File: src/sv/m4m_pkg.sv
// ----------------------------------------------------------------------------
// m4m_pkg
// Shared types and command codes for the 4x4 fixed point matrix multiplier.
// ----------------------------------------------------------------------------
package m4m_pkg;

  localparam logic [1:0] CMD_LOAD_A   = 2'd0;
  localparam logic [1:0] CMD_LOAD_B   = 2'd1;
  localparam logic [1:0] CMD_MULTIPLY = 2'd2;

  typedef struct packed {
    logic [1:0]         command;
    logic [3:0]         element_index;
    logic signed [31:0] element_value;
  } in_beat_t;

  typedef struct packed {
    logic [3:0]         product_index;
    logic signed [31:0] product_value;
    logic               saturated;
    logic               last_of_run;
  } out_beat_t;

  // issue tag that travels alongside each read pair through the mac pipe
  typedef struct packed {
    logic valid;
    logic first;
    logic last;
  } mac_ctl_t;

endpackage

File: src/sv/m4m_store.sv
// ----------------------------------------------------------------------------
// m4m_store
// Element memory with one write port and one registered read port.
// ----------------------------------------------------------------------------
module m4m_store #(
  parameter int DEPTH = 16,
  parameter int IDX_W = 4
) (
  input  logic             clk,
  input  logic             wr_en,
  input  logic [IDX_W-1:0] wr_addr,
  input  logic [31:0]      wr_data,
  input  logic             rd_en,
  input  logic [IDX_W-1:0] rd_addr,
  output logic [31:0]      rd_data
);

  logic [31:0] mem [DEPTH];

  always_ff @(posedge clk) begin
    if (wr_en) begin
      mem[wr_addr] <= wr_data;
    end
    if (rd_en) begin
      rd_data <= mem[rd_addr];
    end
  end

endmodule

File: src/sv/m4m_mac.sv
// ----------------------------------------------------------------------------
// m4m_mac
// Shared multiply-accumulate unit: registered 32x32 product, exact wide
// accumulate, then floor shift and saturation to 32 bits.
// ----------------------------------------------------------------------------
module m4m_mac #(
  parameter int MATRIX_DIM    = 4,
  parameter int FRACTION_BITS = 16
) (
  input  logic               clk,
  input  logic               rst_n,
  input  m4m_pkg::mac_ctl_t  ctl,
  input  logic [31:0]        a_data,
  input  logic [31:0]        b_data,
  output logic               done,
  output logic signed [31:0] value,
  output logic               sat
);
  import m4m_pkg::*;

  localparam int ACC_W = 64 + $clog2(MATRIX_DIM) + 1;

  mac_ctl_t                 s1_r;
  mac_ctl_t                 s2_r;
  logic                     done_r;
  logic signed [63:0]       prod_r;
  logic signed [ACC_W-1:0]  acc_r;
  logic signed [ACC_W-1:0]  shifted;
  logic [ACC_W-32:0]        upper;

  always_ff @(posedge clk) begin
    if (!rst_n) begin
      s1_r   <= '0;
      s2_r   <= '0;
      done_r <= 1'b0;
    end else begin
      s1_r <= ctl;
      s2_r <= s1_r;
      if (ctl.valid && ctl.first) begin
        done_r <= 1'b0;
      end else if (s2_r.valid && s2_r.last) begin
        done_r <= 1'b1;
      end
    end
  end

  always_ff @(posedge clk) begin
    if (s1_r.valid) begin
      prod_r <= $signed(a_data) * $signed(b_data);
    end
    if (s2_r.valid) begin
      acc_r <= s2_r.first ? ACC_W'(prod_r) : acc_r + ACC_W'(prod_r);
    end
  end

  // all bits above bit 31 must match the sign for the value to fit
  always_comb begin
    shifted = acc_r >>> FRACTION_BITS;
    upper   = shifted[ACC_W-1:31];
    if ((&upper) || !(|upper)) begin
      value = shifted[31:0];
      sat   = 1'b0;
    end else if (shifted[ACC_W-1]) begin
      value = 32'sh8000_0000;
      sat   = 1'b1;
    end else begin
      value = 32'sh7FFF_FFFF;
      sat   = 1'b1;
    end
  end

  assign done = done_r;

endmodule

File: src/sv/m4m_seq.sv
// ----------------------------------------------------------------------------
// m4m_seq
// Sequencer: walks product elements in column-major order, issues one
// operand read pair per cycle for each inner term, then hands off the result.
// ----------------------------------------------------------------------------
module m4m_seq #(
  parameter int MATRIX_DIM = 4,
  parameter int IDX_W      = 4
) (
  input  logic              clk,
  input  logic              rst_n,
  input  logic              start,
  input  logic              done,
  input  logic              out_free,
  output logic              busy,
  output m4m_pkg::mac_ctl_t ctl,
  output logic [IDX_W-1:0]  a_addr,
  output logic [IDX_W-1:0]  b_addr,
  output logic              emit,
  output logic [IDX_W-1:0]  pos,
  output logic              last
);
  import m4m_pkg::*;

  localparam int DIM_W = $clog2(MATRIX_DIM);
  localparam logic [DIM_W-1:0] DIM_MAX = DIM_W'(MATRIX_DIM - 1);

  localparam logic [1:0] S_IDLE  = 2'd0;
  localparam logic [1:0] S_ISSUE = 2'd1;
  localparam logic [1:0] S_EMIT  = 2'd2;

  logic [1:0]       state_r, state_nxt;
  logic [DIM_W-1:0] r_r, r_nxt;
  logic [DIM_W-1:0] c_r, c_nxt;
  logic [DIM_W-1:0] k_r, k_nxt;

  always_ff @(posedge clk) begin
    if (!rst_n) begin
      state_r <= S_IDLE;
      r_r     <= '0;
      c_r     <= '0;
      k_r     <= '0;
    end else begin
      state_r <= state_nxt;
      r_r     <= r_nxt;
      c_r     <= c_nxt;
      k_r     <= k_nxt;
    end
  end

  assign a_addr = IDX_W'(int'(r_r) + MATRIX_DIM * int'(k_r));
  assign b_addr = IDX_W'(MATRIX_DIM * int'(c_r) + int'(k_r));
  assign pos    = IDX_W'(int'(r_r) + MATRIX_DIM * int'(c_r));
  assign last   = (r_r == DIM_MAX) && (c_r == DIM_MAX);
  assign busy   = (state_r != S_IDLE);
  assign emit   = (state_r == S_EMIT) && done && out_free;

  always_comb begin
    state_nxt = state_r;
    r_nxt     = r_r;
    c_nxt     = c_r;
    k_nxt     = k_r;
    ctl       = '0;
    unique case (state_r)
      S_IDLE: begin
        if (start) begin
          r_nxt     = '0;
          c_nxt     = '0;
          k_nxt     = '0;
          state_nxt = S_ISSUE;
        end
      end
      S_ISSUE: begin
        ctl.valid = 1'b1;
        ctl.first = (k_r == '0);
        ctl.last  = (k_r == DIM_MAX);
        if (k_r == DIM_MAX) begin
          k_nxt     = '0;
          state_nxt = S_EMIT;
        end else begin
          k_nxt = k_r + 1'b1;
        end
      end
      S_EMIT: begin
        if (emit) begin
          state_nxt = S_ISSUE;
          if (r_r == DIM_MAX) begin
            r_nxt = '0;
            if (c_r == DIM_MAX) begin
              state_nxt = S_IDLE;
            end else begin
              c_nxt = c_r + 1'b1;
            end
          end else begin
            r_nxt = r_r + 1'b1;
          end
        end
      end
      default: begin
        state_nxt = S_IDLE;
      end
    endcase
  end

endmodule

File: src/sv/matrix4x4_multiply.sv
// ----------------------------------------------------------------------------
// matrix4x4_multiply
// Column-major Q16.16 matrix multiplier with element load and multiply
// commands, one shared multiply-accumulate unit.
// ----------------------------------------------------------------------------
// A load beat writes one element of A or B. A multiply beat holds the input
// stalled while all MATRIX_DIM*MATRIX_DIM product elements are formed
// through the single 32x32 multiplier and wide accumulator, and for longer
// while the output is stalled. Products are emitted in column-major order,
// the final one with last_of_run set.
module matrix4x4_multiply #(
  parameter int MATRIX_DIM    = 4,
  parameter int FRACTION_BITS = 16
) (
  input  logic                clk,
  input  logic                rst_n,
  input  logic                in_valid,
  output logic                in_stall,
  input  m4m_pkg::in_beat_t   in_beat,
  output logic                out_valid,
  input  logic                out_stall,
  output m4m_pkg::out_beat_t  out_beat
);
  import m4m_pkg::*;

  localparam int ELEMS = MATRIX_DIM * MATRIX_DIM;
  localparam int IDX_W = $clog2(ELEMS);

  logic               in_fire;
  logic               load_ok;
  logic               wr_a, wr_b;
  logic               start;
  logic [IDX_W-1:0]   wr_addr;
  logic               busy;
  mac_ctl_t           ctl;
  logic [IDX_W-1:0]   a_addr, b_addr;
  logic [31:0]        a_data, b_data;
  logic               done;
  logic signed [31:0] mac_value;
  logic               mac_sat;
  logic               out_free;
  logic               emit;
  logic [IDX_W-1:0]   pos;
  logic               last;
  logic               out_valid_r, out_valid_nxt;
  out_beat_t          out_beat_r;

  assign in_stall = busy;
  assign in_fire  = in_valid && !in_stall;
  assign load_ok  = 32'(in_beat.element_index) < ELEMS;
  assign wr_addr  = IDX_W'(in_beat.element_index);
  assign wr_a     = in_fire && (in_beat.command == CMD_LOAD_A) && load_ok;
  assign wr_b     = in_fire && (in_beat.command == CMD_LOAD_B) && load_ok;
  assign start    = in_fire && (in_beat.command == CMD_MULTIPLY);

  m4m_store #(.DEPTH(ELEMS), .IDX_W(IDX_W)) u_store_a (
    .clk     (clk),
    .wr_en   (wr_a),
    .wr_addr (wr_addr),
    .wr_data (in_beat.element_value),
    .rd_en   (ctl.valid),
    .rd_addr (a_addr),
    .rd_data (a_data)
  );

  m4m_store #(.DEPTH(ELEMS), .IDX_W(IDX_W)) u_store_b (
    .clk     (clk),
    .wr_en   (wr_b),
    .wr_addr (wr_addr),
    .wr_data (in_beat.element_value),
    .rd_en   (ctl.valid),
    .rd_addr (b_addr),
    .rd_data (b_data)
  );

  m4m_seq #(.MATRIX_DIM(MATRIX_DIM), .IDX_W(IDX_W)) u_seq (
    .clk      (clk),
    .rst_n    (rst_n),
    .start    (start),
    .done     (done),
    .out_free (out_free),
    .busy     (busy),
    .ctl      (ctl),
    .a_addr   (a_addr),
    .b_addr   (b_addr),
    .emit     (emit),
    .pos      (pos),
    .last     (last)
  );

  m4m_mac #(.MATRIX_DIM(MATRIX_DIM), .FRACTION_BITS(FRACTION_BITS)) u_mac (
    .clk    (clk),
    .rst_n  (rst_n),
    .ctl    (ctl),
    .a_data (a_data),
    .b_data (b_data),
    .done   (done),
    .value  (mac_value),
    .sat    (mac_sat)
  );

  // output slot is free when empty or its beat leaves this cycle
  assign out_free = !out_valid_r || !out_stall;

  always_comb begin
    if (emit) begin
      out_valid_nxt = 1'b1;
    end else if (!out_stall) begin
      out_valid_nxt = 1'b0;
    end else begin
      out_valid_nxt = out_valid_r;
    end
  end

  always_ff @(posedge clk) begin
    if (!rst_n) begin
      out_valid_r <= 1'b0;
    end else begin
      out_valid_r <= out_valid_nxt;
    end
  end

  always_ff @(posedge clk) begin
    if (emit) begin
      out_beat_r.product_index <= 4'(pos);
      out_beat_r.product_value <= mac_value;
      out_beat_r.saturated     <= mac_sat;
      out_beat_r.last_of_run   <= last;
    end
  end

  assign out_valid = out_valid_r;
  assign out_beat  = out_beat_r;

endmodule

File: config.mk
export PLATFORM = sky130hd
export DESIGN_NAME = matrix4x4_multiply
export DESIGN_NICKNAME = d
export VERILOG_FILES = /design/src/sv/m4m_pkg.sv /design/src/sv/m4m_store.sv /design/src/sv/m4m_mac.sv /design/src/sv/m4m_seq.sv /design/src/sv/matrix4x4_multiply.sv
export SDC_FILE = /design/constraint.sdc
export NUM_CORES = 2
export LEC_CHECK = 0
export BUFFER_PORTS_ARGS = -buffer_cell sky130_fd_sc_hd__buf_2
export CORE_MARGIN = 10
export CORE_UTILIZATION = 69
export DETAILED_ROUTE_END_ITERATION = 7
export PLACE_DENSITY = 0.86
export SLEW_MARGIN = 20
export SYNTH_ARGS = -nofsm -noshare
export SYNTH_HDL_FRONTEND = slang
export SYNTH_SLANG_ARGS = --single-unit
File: constraint.sdc
create_clock -name clk -period 16.68 [get_ports clk]
set_input_delay 5.004 -clock clk [delete_from_list [all_inputs] [get_ports clk]]
set_output_delay 5.004 -clock clk [all_outputs]
set_load 0.005 [all_outputs]
### After elaboration in Yosys (flattened, before gate mapping)

Memory sizes are Yosys's and may differ from the RTL's. A register that Yosys moved wholly into a read port is not among the register bits.
Cells that the tools add are included.

| word-level totals | value |
|---|---|
| register bits after elaboration | 185 |
| memory bits (writable) | 1,024 |
| input port bits | 42 |
| output and inout port bits | 40 |
| word-level logic and storage cells | 98 |
| memories | 2 |

Memory list:

| memory | words | width | rd ports | clocked after Yosys merged registers in | write ports | RTL line | RTL |
|---|---|---|---|---|---|---|---|
| u_store_a.mem | 16 | 32 | 1 | 1 | 1 | m4m_store.sv:18 | `logic [31:0] mem [DEPTH];` |
| u_store_b.mem | 16 | 32 | 1 | 1 | 1 | m4m_store.sv:18 |  |

| operators by class | value |
|---|---|
| add/sub/neg operators | 7 |
| multiply operators | 1 |
| eq/ne operators | 13 |
| muxes and demuxes | 27 |
| bitwise logic cells | 1 |
| reduce and logical (&&, ||, !) cells | 29 |

Operators with widths:

| cell | number |
|---|---|
| adder 67 x 64 -> 67 bit | 1 |
| two-way mux 67 bit | 1 |
| multiplier 32 x 32 -> 64 bit | 1 |
| two-way mux 32 bit | 2 |
| two-way mux 2 bit | 11 |
| AND reduction 20 bit | 1 |
| OR reduction 20 bit | 1 |
| case mux 2 bit (2 select lines) | 3 |
| equality test 2 bit, second input constant | 5 |
| logical AND 1 bit | 9 |
| adder 2 x 4 -> 4 bit | 2 |
| two-way mux 1 bit | 8 |
| adder 2 x 1 -> 2 bit, second input constant | 3 |
| logical NOT 2 bit | 3 |
| != test 2 x 1 -> 1 bit, second input constant | 3 |
| != test 2 bit, second input constant | 3 |
| case mux 2 bit (3 select lines) | 1 |
| AND reduction 3 bit | 2 |
| nonzero test 2 bit | 3 |
| AND reduction 5 bit | 1 |
| adder 4 x 2 -> 4 bit | 1 |
| equality test 2 x 1 -> 1 bit, second input constant | 2 |
| logical NOT 1 bit | 4 |
| AND reduction 2 bit | 2 |
| other kinds (4) | 5 |

### Longest topological paths before layout

| depth | value |
|---|---|
| word-level depth | 6 |
| depth in mapped cells | 29 |
| gate-level depth less buffers | 27 |

### Modules after synthesis

A second synthesis with hierarchy kept.

| unflattened totals | value |
|---|---|
| cells, all modules | 6,591 |
| area total of the unflattened synthesis | 87,338.8 µm² |

Modules (own cells, without submodules):

| module | instances | cells an instance | area each (µm²) | seq. area each (µm²) |
|---|---|---|---|---|
| m4m_mac | 1 | 4,810 | 45,253.4 | 4,073.9 |
| m4m_store at u_store_b | 1 | 838 | 20,174.3 | 16,335.7 |
| m4m_store at u_store_a | 1 | 838 | 20,155.6 | 16,335.7 |
| matrix4x4_multiply | 1 | 45 | 1,216.2 | 1,161.1 |
| m4m_seq | 1 | 60 | 539.3 | 160.2 |

### Worst setup path after synthesis

Ideal clock, no wire load.

| timing | value |
|---|---|
| path type | reg2reg |
| from | register u_store_b.rd_data[2], read port of u_store_b.mem |
| to | register u_mac.prod_r[63] (data pin) |
| setup time | 0.260 ns |
| arrival | 7.677 ns |
| data required time | 16.420 ns |
| path slack | 8.743 ns |
| stages on the path, launching flop included | 26 |
| buffers on the path | 2 |
| period minus slack after synthesis | 7.937 ns |
| cell sequence | edfxtp_1 -> clkbuf_1 -> nand2_1 -> inv_1 -> fa_1 -> fa_1 -> fa_1 -> inv_1 -> fa_1 -> inv_1 -> fa_1 -> inv_1 -> fa_1 -> fa_1 -> fa_1 -> inv_1 -> ha_1 -> clkbuf_1 -> a21o_1 -> a31oi_1 -> o21ai_0 -> a22oi_1 -> a31oi_1 -> a221o_1 -> a21oi_1 -> xnor2_1 |

| between the ends | value |
|---|---|
| cells in the longest elaborated chain, start to end | 1 |

Ends and longest elaborated chain:

| what | RTL line | RTL |
|---|---|---|
| start, declared | m4m_store.sv:15 | `output logic [31:0] rd_data` |
| multiplier 32 x 32 -> 64 bit | m4m_mac.sv:49 | `prod_r <= $signed(a_data) * $signed(b_data);` |
| end signal, assigned | m4m_mac.sv:49 |  |
| end, declared | m4m_mac.sv:26 | `logic signed [63:0] prod_r;` |

No other way between the ends.
A chain may end at the register's enable or synchronous reset.

### Worst setup path in the final report

| timing | value |
|---|---|
| from | register u_store_a.rd_data[9], read port of u_store_a.mem |
| to | register u_mac.prod_r[60] (data pin) |

| between the ends | value |
|---|---|
| cells in the longest elaborated chain, start to end | 1 |

Ends and longest elaborated chain:

| what | RTL line |
|---|---|
| start, declared | m4m_store.sv:15 |
| multiplier 32 x 32 -> 64 bit | m4m_mac.sv:49 |

No other way between the ends.

==> results.json <==
{
  "result_of_the_run": "finished, final reports clean",
  "route.vias.total": 55126,
  "count_of_flip_flops_with_a_built_in_enable_after_synthesis": 1257,
  "cts_max_path_buffers": 3,
  "floorplan.initialDensity_pct": 69.6,
  "tightest_slew_ns": 1.19,
  "postLayoutSetupSlackWorst_ns": 7.90,
  "cts-buffers-inserted": 119,
  "synth_async_sr_flop_share_pct": 0,
  "critPathKind": "reg -> reg",
  "avgRoutedWirePerCell_um": 29.9,
  "setup.worst_path.end_class": "flip-flop",
  "synth_seq_area_share_pct": 43.5,
  "synth_top_cells_by_count": "sky130_fd_sc_hd__edfxtp_1, sky130_fd_sc_hd__fa_1, sky130_fd_sc_hd__inv_1, sky130_fd_sc_hd__nand2_1, sky130_fd_sc_hd__and2_1",
  "crit_fanout": 32,
  "critical_path_required_ns": 17.24,
  "cp-start-kind": "flip-flop",
  "synthesis.area_per_instance_um2": 13.5,
  "track_usage_pct": 35.5,
  "synthesis.nets": 7859,
  "io_pins": 82,
  "ys_seq_elements": 1273,
  "crit_arrival_ns": 9.34,
  "initialDrtViolationCount": 7201,
  "fin_worst_skew_ns": 0.114,
  "clock_latency_ns": 0.83,
  "synth_top_area_share_pct": 43.2,
  "post-synth-top-count-cell": "sky130_fd_sc_hd__edfxtp_1",
  "setup_total_negative_slack_ns": 0,
  "timing.max_slew.rel_slack_pct": 20.8,
  "core_util_final_pct": 74.8,
  "area_growth_syn_to_layout_pct": 7.58,
  "tritoncts": "done",
  "finalSetupViolCount": 0,
  "core.rowCount": 130,
  "num-nets-final": 7847,
  "gp_congestion": 0.930,
  "n_fill_cell": 7068,
  "post_synth_main_area_contributors": "sky130_fd_sc_hd__edfxtp_1, sky130_fd_sc_hd__fa_1, sky130_fd_sc_hd__mux4_2, sky130_fd_sc_hd__inv_1, sky130_fd_sc_hd__and2_1",
  "clk_pin_slew_ns": 0.07,
  "drc_errors": 0,
  "hold_violations": 0,
  "cts-resized-gates": 0,
  "final-instance-count-excl-fill": 8230,
  "largest_net_degree_at_the_start_of_global_routing": 91,
  "area_of_the_mapped_netlist_um2": 87400,
  "htree_num_levels": 3,
  "detail_route.wirelength_um": 246000,
  "grt_pass1_vias": 59385,
  "die_height_um": 376,
  "grt_antenna_before_repair": 13,
  "cts_setup_buffers": 0,
  "finalWorstPathRequiredPeriod_ns": 8.78,
  "final_max_slew_viol_count": 0,
  "final_layout_size_suffix_gt1_share_pct": 11.8,
  "drtPass1Iterations": 7,
  "synth.lib_cells_used.distinct": 77,
  "core_um2": 126000,
  "netlist.top_cell.by_area": "sky130_fd_sc_hd__edfxtp_1",
  "netlist_instances": 6480,
  "timing.max_cap.violations": 0,
  "min-delay-path-class": "reg -> reg",
  "final_min_period_over_clock_period_pct": 52.6,
  "design.die.area_um2": 141000,
  "clock_sinks": 1273,
  "dpl.cell_count": 7994,
  "hold_buffers": 0,
  "synth_flop_type": "sky130_fd_sc_hd__edfxtp_1",
  "max_clock_freq_mhz": 114,
  "cts_root_buf": "sky130_fd_sc_hd__clkbuf_16",
  "global_route_wire_length_before_repair_um": 373000,
  "postRouteAntennaNets": 0,
  "vias_per_cell": 6.70,
  "detailedPlacementHpwl_um": 153000,
  "die_width_um": 376,
  "gr-total-overflow": 0,
  "ys.warnings.count": 0,
  "pre_cts_ws_ns": 7.66,
  "port-buffer-count": 81,
  "rsz0062_at_grt": "false"
}
## worst max-delay path, stage by stage (launching register included)
cell and delay, ns:
sky130_fd_sc_hd__edfxtp_1 0.39, sky130_fd_sc_hd__buf_4 0.46, sky130_fd_sc_hd__nand2_1 0.23, sky130_fd_sc_hd__fa_1 0.62, sky130_fd_sc_hd__fa_1 0.71, sky130_fd_sc_hd__inv_1 0.13
sky130_fd_sc_hd__fa_1 0.53, sky130_fd_sc_hd__inv_1 0.06, sky130_fd_sc_hd__fa_1 0.54, sky130_fd_sc_hd__inv_1 0.05, sky130_fd_sc_hd__fa_1 0.50, sky130_fd_sc_hd__fa_1 0.43
sky130_fd_sc_hd__fa_1 0.52, sky130_fd_sc_hd__fa_1 0.44, sky130_fd_sc_hd__ha_1 0.39, sky130_fd_sc_hd__and3_1 0.27, sky130_fd_sc_hd__a221o_1 0.33, sky130_fd_sc_hd__a21oi_1 0.24
sky130_fd_sc_hd__a21oi_1 0.12, sky130_fd_sc_hd__a21oi_2 0.37, sky130_fd_sc_hd__o22ai_2 0.26, sky130_fd_sc_hd__a2111oi_4 0.45, sky130_fd_sc_hd__nor3_1 0.10, sky130_fd_sc_hd__or3b_1 0.34
## registers in the layout (all words and copies together) (netlist names)
name,flops
u_store_a.mem,512
u_store_b.mem,512
u_mac.acc_r,67
u_mac.prod_r,64
out_beat,38
u_store_a.rd_data,32
u_store_b.rd_data,32
u_mac.s1_r,3
u_mac.s2_r,3
u_seq.c_r,2
u_seq.k_r,2
u_seq.r_r,2
u_seq.state_r,2
out_valid,1
u_mac.done,1
## cell families (layout without fill, tap and decap cells)
family                   Yosys count  after routing  share of synthesized area [%]
multiplexers                     329            329                           8.35
AO/OA/AOI/OAI                    549            549                           3.98
AND/OR/NAND/NOR                 1499           1499                           8.58
adder cells (fa/ha/maj)         1337           1337                           28.4
buffers and inverters           1367           1462                           5.87
other                              0              5                              0
XOR/XNOR                         126            126                           1.26
flip-flops                      1273           1273                           43.5
## worst paths after layout
check	from	endpoint	slack [ns]	depth (start not counted)
setup / recovery	u_store_a.rd_data[9]	u_mac.prod_r[60]	7.90	23
setup reg to reg	u_store_a.rd_data[9]	u_mac.prod_r[60]	7.90	23
hold reg to reg	u_mac.s1_r[0]	u_mac.s2_r[0]	0.47	1
hold / removal	u_mac.s1_r[0]	u_mac.s2_r[0]	0.47	1
## area by class of cell
class / instances / area [µm²] / area share (%)
repair buffers: 193 / 1290 / 1.38
clock buffers: 140 / 3060 / 3.25
well taps: 1650 / 2060 / 2.19
flip-flops and latches: 1273 / 38100 / 40.5
inverters: 1041 / 3910 / 4.16
diodes: 5 / 12.5 / 0.0133
clock inverters: 88 / 1130 / 1.20
multi-input cells: 3840 / 44500 / 47.3
## metal layers
layer / wire length [µm] / track usage (%) / vias to the layer above
met5: 121 / 0.103 / -
met4: 14600 / 17.6 / 15
met3: 32200 / 9.92 / 1096
met2: 117000 / 56.6 / 4652
met1: 82100 / 45.1 / 27696
li1: - / - / 21667
## metrics by stage
step	cell area (µm²)	hold WS (ns)
after floorplan	87400	0.412
after global placement	89800	0.419
after detailed placement	89800	0.453
after CTS	94000	0.465
after global routing	94100	0.487
final	94100	0.467
## cells in the final DEF, fill, tap and decap left out, types with 73 or more instances in the layout
cell	Yosys	routed
sky130_fd_sc_hd__a21oi_1	156	156
sky130_fd_sc_hd__and2_1	539	539
sky130_fd_sc_hd__buf_2	1	81
sky130_fd_sc_hd__ha_1	254	254
sky130_fd_sc_hd__fa_1	1083	1083
sky130_fd_sc_hd__mux4_2	320	320
sky130_fd_sc_hd__nor2_1	105	73
sky130_fd_sc_hd__buf_4	0	108
sky130_fd_sc_hd__xnor2_1	86	86
sky130_fd_sc_hd__clkbuf_16	0	119
sky130_fd_sc_hd__o21ai_0	166	166
sky130_fd_sc_hd__edfxtp_1	1257	1257
sky130_fd_sc_hd__inv_1	1039	1038
sky130_fd_sc_hd__nand2_1	642	642
Power is left out: the tool's default activity adds up to more than one toggle a clock period on the data nets, which glitch-free logic cannot reach.
